<file path="src/hw/rtl/pcs_pkg.sv">
package pcs_pkg;

    typedef struct packed {
        logic [31:0]        parent_visits;
        logic signed [15:0] parent_value;
        logic [15:0]        prior;
        logic               child_exists;
        logic [31:0]        child_visits;
        logic [15:0]        child_pending;
        logic signed [15:0] child_value;
        logic               final_edge;
    } pcs_in_t;

    typedef struct packed {
        logic [7:0]         winner_index;
        logic signed [35:0] winner_score;
    } pcs_out_t;

    localparam logic [1:0] REG_EXPLORE_GAIN = 2'd0;
    localparam logic [1:0] REG_UNVISITED_VALUE = 2'd1;
    localparam logic [1:0] REG_UNVISITED_REDUCTION = 2'd2;

    typedef enum logic [3:0] {
        ST_IDLE, ST_SQRT_ROOT, ST_SQRT_PAR, ST_RED_MUL, ST_FIRST_PLAY,
        ST_MUL1, ST_MUL2, ST_DIV, ST_SCORE, ST_OUT
    } pcs_state_t;

    typedef struct packed {
        logic load;        // capture input item
        logic sqrt_start;
        logic sqrt_sel;    // 0: root operand, 1: parent operand
        logic sqrt_step;
        logic root_save;
        logic red_mul;
        logic fp_save;
        logic mul1;
        logic div_start;
        logic div_step;
        logic score;
        logic out_load;
    } pcs_cmd_t;

    typedef struct packed {
        logic first;
        logic last;
        logic pv_zero;
        logic sqrt_done;
        logic div_done;
    } pcs_status_t;

endpackage

</file>
<file path="src/hw/rtl/pcs_ctrl.sv">
module pcs_ctrl (
    input  logic               aclk,
    input  logic               aresetn,
    input  logic               in_fire,
    input  logic               out_busy,
    input  pcs_pkg::pcs_status_t sts,
    output logic               in_ready,
    output pcs_pkg::pcs_cmd_t  cmd
);

    pcs_pkg::pcs_state_t state_reg, state_next;

    always_ff @(posedge aclk) begin
        if (!aresetn) begin
            state_reg <= pcs_pkg::ST_IDLE;
        end else begin
            state_reg <= state_next;
        end
    end

    always_comb begin
        state_next = state_reg;
        cmd        = '0;
        in_ready   = 1'b0;
        case (state_reg)
            pcs_pkg::ST_IDLE: begin
                in_ready = 1'b1;
                if (in_fire) begin
                    cmd.load   = 1'b1;
                    state_next = pcs_pkg::ST_SQRT_ROOT;
                end
            end
            pcs_pkg::ST_SQRT_ROOT: begin
                // later edges of a run reuse the latched root and first-play value
                if (!sts.first) begin
                    state_next = pcs_pkg::ST_MUL1;
                end else if (!sts.sqrt_done) begin
                    cmd.sqrt_step = 1'b1;
                end else begin
                    cmd.root_save = 1'b1;
                    if (sts.pv_zero) begin
                        cmd.fp_save = 1'b1;
                        state_next  = pcs_pkg::ST_MUL1;
                    end else begin
                        cmd.sqrt_start = 1'b1;
                        cmd.sqrt_sel   = 1'b1;
                        state_next     = pcs_pkg::ST_SQRT_PAR;
                    end
                end
            end
            pcs_pkg::ST_SQRT_PAR: begin
                if (!sts.sqrt_done) begin
                    cmd.sqrt_step = 1'b1;
                end else begin
                    cmd.red_mul = 1'b1;
                    state_next  = pcs_pkg::ST_FIRST_PLAY;
                end
            end
            pcs_pkg::ST_FIRST_PLAY: begin
                cmd.fp_save = 1'b1;
                state_next  = pcs_pkg::ST_MUL1;
            end
            pcs_pkg::ST_MUL1: begin
                cmd.mul1   = 1'b1;
                state_next = pcs_pkg::ST_MUL2;
            end
            pcs_pkg::ST_MUL2: begin
                cmd.div_start = 1'b1;
                state_next    = pcs_pkg::ST_DIV;
            end
            pcs_pkg::ST_DIV: begin
                if (!sts.div_done) begin
                    cmd.div_step = 1'b1;
                end else begin
                    state_next = pcs_pkg::ST_SCORE;
                end
            end
            pcs_pkg::ST_SCORE: begin
                cmd.score  = 1'b1;
                state_next = sts.last ? pcs_pkg::ST_OUT : pcs_pkg::ST_IDLE;
            end
            pcs_pkg::ST_OUT: begin
                if (!out_busy) begin
                    cmd.out_load = 1'b1;
                    state_next   = pcs_pkg::ST_IDLE;
                end
            end
            default: state_next = pcs_pkg::ST_IDLE;
        endcase
    end

endmodule

</file>
<file path="src/hw/rtl/pcs_datapath.sv">
module pcs_datapath #(
    parameter int MAX_EDGES = 256
) (
    input  logic                 aclk,
    input  logic                 aresetn,
    input  pcs_pkg::pcs_in_t     in_data,
    input  pcs_pkg::pcs_cmd_t    cmd,
    input  logic [15:0]          explore_gain,
    input  logic signed [15:0]   unvisited_value,
    input  logic [15:0]          unvisited_reduction,
    output pcs_pkg::pcs_status_t sts,
    output logic [7:0]           best_pos,
    output logic signed [35:0]   best_score
);

    localparam logic [7:0] LAST_POS = 8'(MAX_EDGES - 1);

    pcs_pkg::pcs_in_t   item_reg;
    logic [7:0]         edge_pos_reg;
    logic [23:0]        root_reg;
    logic signed [39:0] fp_reg;
    logic signed [35:0] best_reg;
    logic [7:0]         best_pos_reg;

    // restoring square root, two radicand bits per step, 25 steps
    logic [49:0] rad_reg;
    logic [24:0] sq_root_reg;
    logic [26:0] sq_rem_reg;
    logic [4:0]  sq_cnt_reg;
    logic [26:0] sq_trial;
    logic [26:0] sq_rem_sh;

    logic [39:0] red_reg;

    // gain x prior, then x root straight into the divider
    logic [31:0] gp_reg;

    // restoring divider, one quotient bit per step
    logic [33:0] den_reg;
    logic [55:0] quo_reg;
    logic [33:0] drem_reg;
    logic [5:0]  dcnt_reg;
    logic [34:0] drem_sh;

    logic [32:0] pv1;
    logic [33:0] den_calc;
    logic signed [39:0] q_val;
    logic signed [40:0] score;

    // parent_visits + 1 kept in 33 bits so the maximum count does not wrap
    assign pv1       = {1'b0, in_data.parent_visits} + 33'd1;
    assign sq_rem_sh = {sq_rem_reg[24:0], rad_reg[49:48]};
    assign sq_trial  = {sq_root_reg, 2'b01};
    assign drem_sh   = {drem_reg, quo_reg[55]};

    assign den_calc = item_reg.child_exists ?
        34'd1 + {2'b0, item_reg.child_visits} + {18'b0, item_reg.child_pending} : 34'd1;

    always_comb begin
        q_val = fp_reg;
        if (item_reg.child_exists && item_reg.child_visits != '0) begin
            q_val = 40'(item_reg.child_value);
        end
    end

    always_comb begin
        score = 41'(signed'({1'b0, quo_reg[55:22]})) + 41'(q_val);
    end

    always_ff @(posedge aclk) begin
        if (cmd.load) begin
            item_reg <= in_data;
        end
        if (cmd.load || cmd.sqrt_start) begin
            rad_reg     <= cmd.load ? {1'b0, pv1, 16'b0} :
                                      {2'b0, item_reg.parent_visits, 16'b0};
            sq_root_reg <= '0;
            sq_rem_reg  <= '0;
            sq_cnt_reg  <= '0;
        end else if (cmd.sqrt_step) begin
            rad_reg    <= {rad_reg[47:0], 2'b00};
            sq_cnt_reg <= sq_cnt_reg + 5'd1;
            if (sq_rem_sh >= sq_trial) begin
                sq_rem_reg  <= sq_rem_sh - sq_trial;
                sq_root_reg <= {sq_root_reg[23:0], 1'b1};
            end else begin
                sq_rem_reg  <= sq_rem_sh;
                sq_root_reg <= {sq_root_reg[23:0], 1'b0};
            end
        end
        if (cmd.root_save) begin
            root_reg <= sq_root_reg[24] ? 24'hFFFFFF : sq_root_reg[23:0];
        end
        if (cmd.red_mul) begin
            red_reg <= 40'(unvisited_reduction) * 40'(sq_root_reg[23:0]);
        end
        if (cmd.fp_save) begin
            fp_reg <= item_reg.parent_visits == '0 ? 40'(unvisited_value) :
                      40'(item_reg.parent_value) - 40'(red_reg[39:6]);
        end
        if (cmd.mul1) begin
            gp_reg <= explore_gain * item_reg.prior;
        end
        if (cmd.div_start) begin
            quo_reg  <= gp_reg * root_reg;
            den_reg  <= den_calc;
            drem_reg <= '0;
            dcnt_reg <= '0;
        end else if (cmd.div_step) begin
            dcnt_reg <= dcnt_reg + 6'd1;
            if (drem_sh >= {1'b0, den_reg}) begin
                drem_reg <= 34'(drem_sh - {1'b0, den_reg});
                quo_reg  <= {quo_reg[54:0], 1'b1};
            end else begin
                drem_reg <= drem_sh[33:0];
                quo_reg  <= {quo_reg[54:0], 1'b0};
            end
        end
    end

    always_ff @(posedge aclk) begin
        if (!aresetn) begin
            edge_pos_reg <= '0;
            best_reg     <= '0;
            best_pos_reg <= '0;
        end else if (cmd.score) begin
            if (edge_pos_reg == '0 || $signed(score[35:0]) > best_reg) begin
                best_reg     <= score[35:0];
                best_pos_reg <= edge_pos_reg;
            end
            if (item_reg.final_edge) begin
                edge_pos_reg <= '0;
            end else if (edge_pos_reg < LAST_POS) begin
                edge_pos_reg <= edge_pos_reg + 8'd1;
            end
        end
    end

    assign sts.first     = edge_pos_reg == '0;
    assign sts.last      = item_reg.final_edge;
    assign sts.pv_zero   = item_reg.parent_visits == '0;
    assign sts.sqrt_done = sq_cnt_reg == 5'd25;
    assign sts.div_done  = dcnt_reg == 6'd56;
    assign best_pos      = best_pos_reg;
    assign best_score    = best_reg;

    logic unused;
    assign unused = ^{cmd.sqrt_sel, sq_rem_reg[26:25]};

endmodule

</file>
<file path="src/hw/rtl/puct_child_selector.sv">
// Each edge runs from its input transfer through the multiply states and the
// 56-step restoring divider to the score update. A run's first edge also takes
// the root square root and, when the parent has visits, the parent square root
// for the first-play value. A final edge also passes the output state, which
// waits while the previous result is unread. Throughput: one edge at a time.
// Reset (aresetn low, synchronous) restores the control, config, best-edge and
// output-valid registers and starts a new run; no clearing pass.
module puct_child_selector #(
    parameter int MAX_EDGES = 256
) (
    input  logic               aclk,
    input  logic               aresetn,
    input  logic               s_valid,
    output logic               s_ready,
    input  pcs_pkg::pcs_in_t   s_data,
    output logic               m_valid,
    input  logic               m_ready,
    output pcs_pkg::pcs_out_t  m_data,
    input  logic               cfg_we,
    input  logic [1:0]         cfg_index,
    input  logic [15:0]        cfg_data
);

    logic [15:0]        gain_reg;
    logic signed [15:0] uval_reg;
    logic [15:0]        ured_reg;
    logic               m_valid_reg;
    pcs_pkg::pcs_out_t  m_data_reg;
    pcs_pkg::pcs_cmd_t    cmd;
    pcs_pkg::pcs_status_t sts;
    logic [7:0]         best_pos;
    logic signed [35:0] best_score;
    logic               in_fire;

    assign in_fire = s_valid && s_ready;

    always_ff @(posedge aclk) begin
        if (!aresetn) begin
            gain_reg <= 16'd4096;
            uval_reg <= '0;
            ured_reg <= '0;
        end else if (cfg_we) begin
            case (cfg_index)
                pcs_pkg::REG_EXPLORE_GAIN:        gain_reg <= cfg_data;
                pcs_pkg::REG_UNVISITED_VALUE:     uval_reg <= cfg_data;
                pcs_pkg::REG_UNVISITED_REDUCTION: ured_reg <= cfg_data;
                default: ;
            endcase
        end
    end

    pcs_ctrl u_ctrl (
        .aclk     (aclk),
        .aresetn  (aresetn),
        .in_fire  (in_fire),
        .out_busy (m_valid_reg && !m_ready),
        .sts      (sts),
        .in_ready (s_ready),
        .cmd      (cmd)
    );

    pcs_datapath #(.MAX_EDGES(MAX_EDGES)) u_dp (
        .aclk                (aclk),
        .aresetn             (aresetn),
        .in_data             (s_data),
        .cmd                 (cmd),
        .explore_gain        (gain_reg),
        .unvisited_value     (uval_reg),
        .unvisited_reduction (ured_reg),
        .sts                 (sts),
        .best_pos            (best_pos),
        .best_score          (best_score)
    );

    always_ff @(posedge aclk) begin
        if (!aresetn) begin
            m_valid_reg <= 1'b0;
        end else if (cmd.out_load) begin
            m_valid_reg <= 1'b1;
        end else if (m_ready) begin
            m_valid_reg <= 1'b0;
        end
    end

    always_ff @(posedge aclk) begin
        if (cmd.out_load) begin
            m_data_reg.winner_index <= best_pos;
            m_data_reg.winner_score <= best_score;
        end
    end

    assign m_valid = m_valid_reg;
    assign m_data  = m_data_reg;

    a_no_overwrite: assert property (@(posedge aclk) disable iff (!aresetn)
        cmd.out_load |-> !(m_valid_reg && !m_ready))
        else $error("result overwritten before transfer");
    a_load_idle: assert property (@(posedge aclk) disable iff (!aresetn)
        in_fire |-> !cmd.score && !cmd.out_load)
        else $error("input taken while busy");
    a_out_after_score: assert property (@(posedge aclk) disable iff (!aresetn)
        cmd.out_load |-> !in_fire)
        else $error("output load overlaps input");

endmodule

</file>
<file path="config.mk">
export PLATFORM = sky130hd
export DESIGN_NAME = puct_child_selector
export DESIGN_NICKNAME = d
export VERILOG_FILES = /design/src/hw/rtl/pcs_pkg.sv /design/src/hw/rtl/pcs_ctrl.sv /design/src/hw/rtl/pcs_datapath.sv /design/src/hw/rtl/puct_child_selector.sv
export SDC_FILE = /design/constraint.sdc
export NUM_CORES = 2
export LEC_CHECK = 0
export BUFFER_PORTS_ARGS = -buffer_cell sky130_fd_sc_hd__clkbuf_2
export CORE_AREA = 3 3 341 512
export DETAILED_ROUTE_END_ITERATION = 10
export DIE_AREA = 0 0 344 515
export SLEW_MARGIN = 15
export SYNTH_ARGS = -nofsm -noshare
export SYNTH_HDL_FRONTEND = slang
export SYNTH_SLANG_ARGS = --single-unit
</file>
<file path="constraint.sdc">
create_clock -name aclk -period 11.2 [get_ports aclk]
set_clock_uncertainty 0.2 [all_clocks]
set_input_delay 2.24 -clock aclk [delete_from_list [all_inputs] [get_ports aclk]]
set_output_delay 2.24 -clock aclk [all_outputs]
set_load 0.05 [all_outputs]
</file>
==> qor.csv <==
stage,metric,value,unit
job,cap_violations,0,
detailed_routing,routed-via-count,57100,
detailed_routing,drt-initial-drc-count,3360,
min_path,min_from,u_dp.best_pos[5]$_SDFFE_PN0P_,
placement,dp.final_hpwl,174000,um
power,p_leak,38.0,nW
synth,synth_seq_cells,624,
worst_setup_path,r2r_end,u_dp.quo_reg[50]$_DFFE_PP_,
worst_setup_path,cp_slowest_cell,edfxtp_1,
placement,pre_cts_ws,2.38,ns
global_route,grt_first_pass_wirelength,344000,um
clock_tree,cts_num_sinks,624,
worst_setup_path,rrSetupSlack,2.35,ns
placement,numPortBuffers,198,
floorplanning,io_pins,199,
worst_setup_path,end_kind,flip-flop,
detailed_routing,wl_per_cell,20.6,um
synth,syn_nets,10200,
outcome,status,"finished, final reports clean",
synth,synth_cells,8298,
clock_tree,cts_made_buffers,73,
synth,yosysWarnings,0,
worst_setup_path,start_kind,flip-flop,
detailed_routing,viasPerCell,5.37,
synth,syn_avg_cell_area,9.23,um2
sta,fin_ws,2.35,ns
synth,synth_edf_count,424,
clock_tree,cts_resized,0,
layout,mostFrequentLayoutCell,inv_1,
layout,syn_to_final_growth,7.75,%
global_route,antenna_found_initial,16,
worst_setup_path,critical_path_class,reg -> reg,
synth,synth_flop_cell,edfxtp_1,
floorplanning,rows,186,
sta,worst_slew_pin_slew,1.22,ns
clock_tree,clk_latency,0.72,ns
clock_tree,post_cts_buffers,0,
global_route,grt_pass1_vias,60900,
synth,yosys.area.top_type,fa_1,
global_route,grt_overflow,0,
synth,synthArstFlopShare,0,%
clock_tree,cts_root_buf,clkbuf_16,
detailed_routing,first_pass_iters,6,
synth,synth_cell_type_count,93,
worst_setup_path,critPathMaxStageDelay,0.95,ns
clock_tree,clkTransAtPathRegs,0.07,ns
sta,rsz0062_at_grt,false,
power,power_density,150,nW/um2
synth,synth.cell_area,76600,um2
layout,layout_common_cells,"1,457 x inv_1, 1,289 x nand2_1, 1,161 x fa_1",
worst_setup_path,reg2reg_from,u_dp.root_reg[3]$_SDFFCE_PP1P_,
worst_setup_path,critPathArrivalTime,9.10,ns
worst_setup_path,cp_max_fo,22,
synth,synth_top_area_share,30.4,%
clock_tree,clock_path_buffers,3,
detailed_routing,finalWirelength,219000,um
layout,largest_reg_flops,129,
sta,fin_crit_sh,79.0,%
min_path,hp-class,reg -> reg,
clock_tree,htree_num_levels,3,
synth,netlist_top_cells_area,"fa_1 30%, edfxtp_1 17%, ha_1 9.6%",
worst_setup_path,critPathMostFrequentCell,fa_1,
placement,gp_congestion,0.928,
global_route,grt_max_degree,83,
sta,slew_violations,0,
detailed_routing,drc_errors,0,
floorplanning,core_area,171000,um2
floorplanning,start_util,44.8,%
floorplanning,fp.dieH,515,um
sta,setup_tns,0,ns
clock_tree,cts_hold_buffers,0,
sta,finalHoldViolCount,0,
sta,setup_viol,0,
sta,timing.fmax,113,MHz
layout,nets,10200,
worst_setup_path,r2r_cells,26,
power,ir_drop,0.207,mV
layout,drive_gt1_share,5.99,%
power,total_power,12.3,mW
sta,holdWs,0.242,ns
clock_tree,tritoncts,built,
synth,yosysSeqAreaShare,21.9,%
global_route,grtUsageTotal,25.2,%
min_path,hold_path_end,m_data[41]$_DFFE_PP_,
sta,fin_crit,8.85,ns
sta,slew_headroom,18.3,%
floorplanning,die_area,177000,um2
detailed_routing,final_antenna_net_count,0,
min_path,hold_depth,0,
floorplanning,die_x,344,um
worst_setup_path,cp.required,11.45,ns
==> cells in the mapped netlist (7+ instances only) <==
library cell,count
a211o_1,8
o311ai_0,7
ha_1,586
or2_2,11
nor3_1,58
buf_2,8
o31ai_1,18
or3_1,15
a221o_1,8
a21oi_1,303
and4_1,10
and2_1,618
inv_1,1461
nand3_1,129
mux2i_1,52
and3_1,38
nand2b_1,41
a22oi_1,18
nor2_1,298
xor2_1,130
o21ai_0,300
a31oi_1,30
o21ai_1,17
a21o_1,125
nor2b_1,53
edfxtp_1,424
dfxtp_1,200
xnor2_1,169
nand4_1,54
clkbuf_1,363
o21a_1,40
nor4_1,24
a211oi_1,30
nand2_1,1289
o211ai_1,19
a21boi_0,7
o22ai_1,12
o31a_1,14
fa_1,1161
o21bai_1,33
==> power by group <==
| group | internal (mW) | leakage [nW] | switching (mW) |
|---|---|---|---|
| Combinational | 2.50 | 31.2 | 4.15 |
| Clock | 1.44 | 1.28 | 1.16 |
| Sequential | 2.83 | 5.56 | 0.256 |
==> metrics by stage <==
step,cell area [um2],cells,util (%)
after global placement,79900,10500,46.8
after floorplan,76600,8298,-
final,82500,10600,48.3
after CTS,82500,10600,48.3
after global routing,82500,10600,48.3
after detailed placement,79900,10500,46.8
==> metal layers <==
layer,up-vias,part of all wire [%],GRT usage [%]
met4,12,5.8,13.1
met2,1559,52,45.8
met1,28900,37,29.0
met5,-,0.044,0
li1,26200,-,-
met3,410,5.1,2.86
==> worst max-delay path by stage <==
stage,start,to,slack [ns]
finish,u_dp.root_reg[3]$_SDFFCE_PP1P_,u_dp.quo_reg[50]$_DFFE_PP_,2.35
global route,u_dp.item_reg[33]$_DFFE_PP_,u_dp.best_score[26]$_SDFFE_PN0P_,1.49
CTS,u_dp.root_reg[3]$_SDFFCE_PP1P_,u_dp.quo_reg[50]$_DFFE_PP_,2.36
detailed placement,u_dp.root_reg[3]$_SDFFCE_PP1P_,u_dp.quo_reg[50]$_DFFE_PP_,2.38
global placement,u_dp.root_reg[3]$_SDFFCE_PP1P_,u_dp.quo_reg[50]$_DFFE_PP_,2.35
floorplan,u_dp.gp_reg[18]$_DFFE_PP_,u_dp.quo_reg[50]$_DFFE_PP_,3.40
==> area by class of cell <==
cell class	instances	area (um2)
Clock inverter	46	559
Sequential cell	624	16700
Tap cell	2256	2820
Fill cell	16400	88300
Timing Repair Buffer	305	1790
Multi-Input combinational cell	5832	53000
Inverter	1464	5500
Clock buffer	90	2060
Antenna cell	5	12.5
==> cells by family (layout without fill, tap and decap cells) <==
group / Yosys count / count (layout) / share of synthesized area (%)
compound gates: 1054 / 1054 / 8.46
xor+xnor: 299 / 299 / 3.42
fa+ha+maj: 1747 / 1747 / 39.9
buf+inv: 1842 / 1905 / 9.05
flops: 624 / 624 / 21.9
mux: 54 / 54 / 0.709
other cells: 1 / 6 / 0.00490
simple gates: 2677 / 2677 / 16.6
==> worst max-delay path: cells and delay by family, from the launching register on <==
family / cells / cell delay [ns]
XOR/XNOR: 1 / 0.16
adder cells (fa/ha/maj): 8 / 3.99
AO/OA/AOI/OAI: 8 / 1.75
AND/OR/NAND/NOR: 3 / 0.90
buffers and inverters: 6 / 0.61
flip-flops: 1 / 0.95
Note: power is estimated with default switching activity, not from simulation.
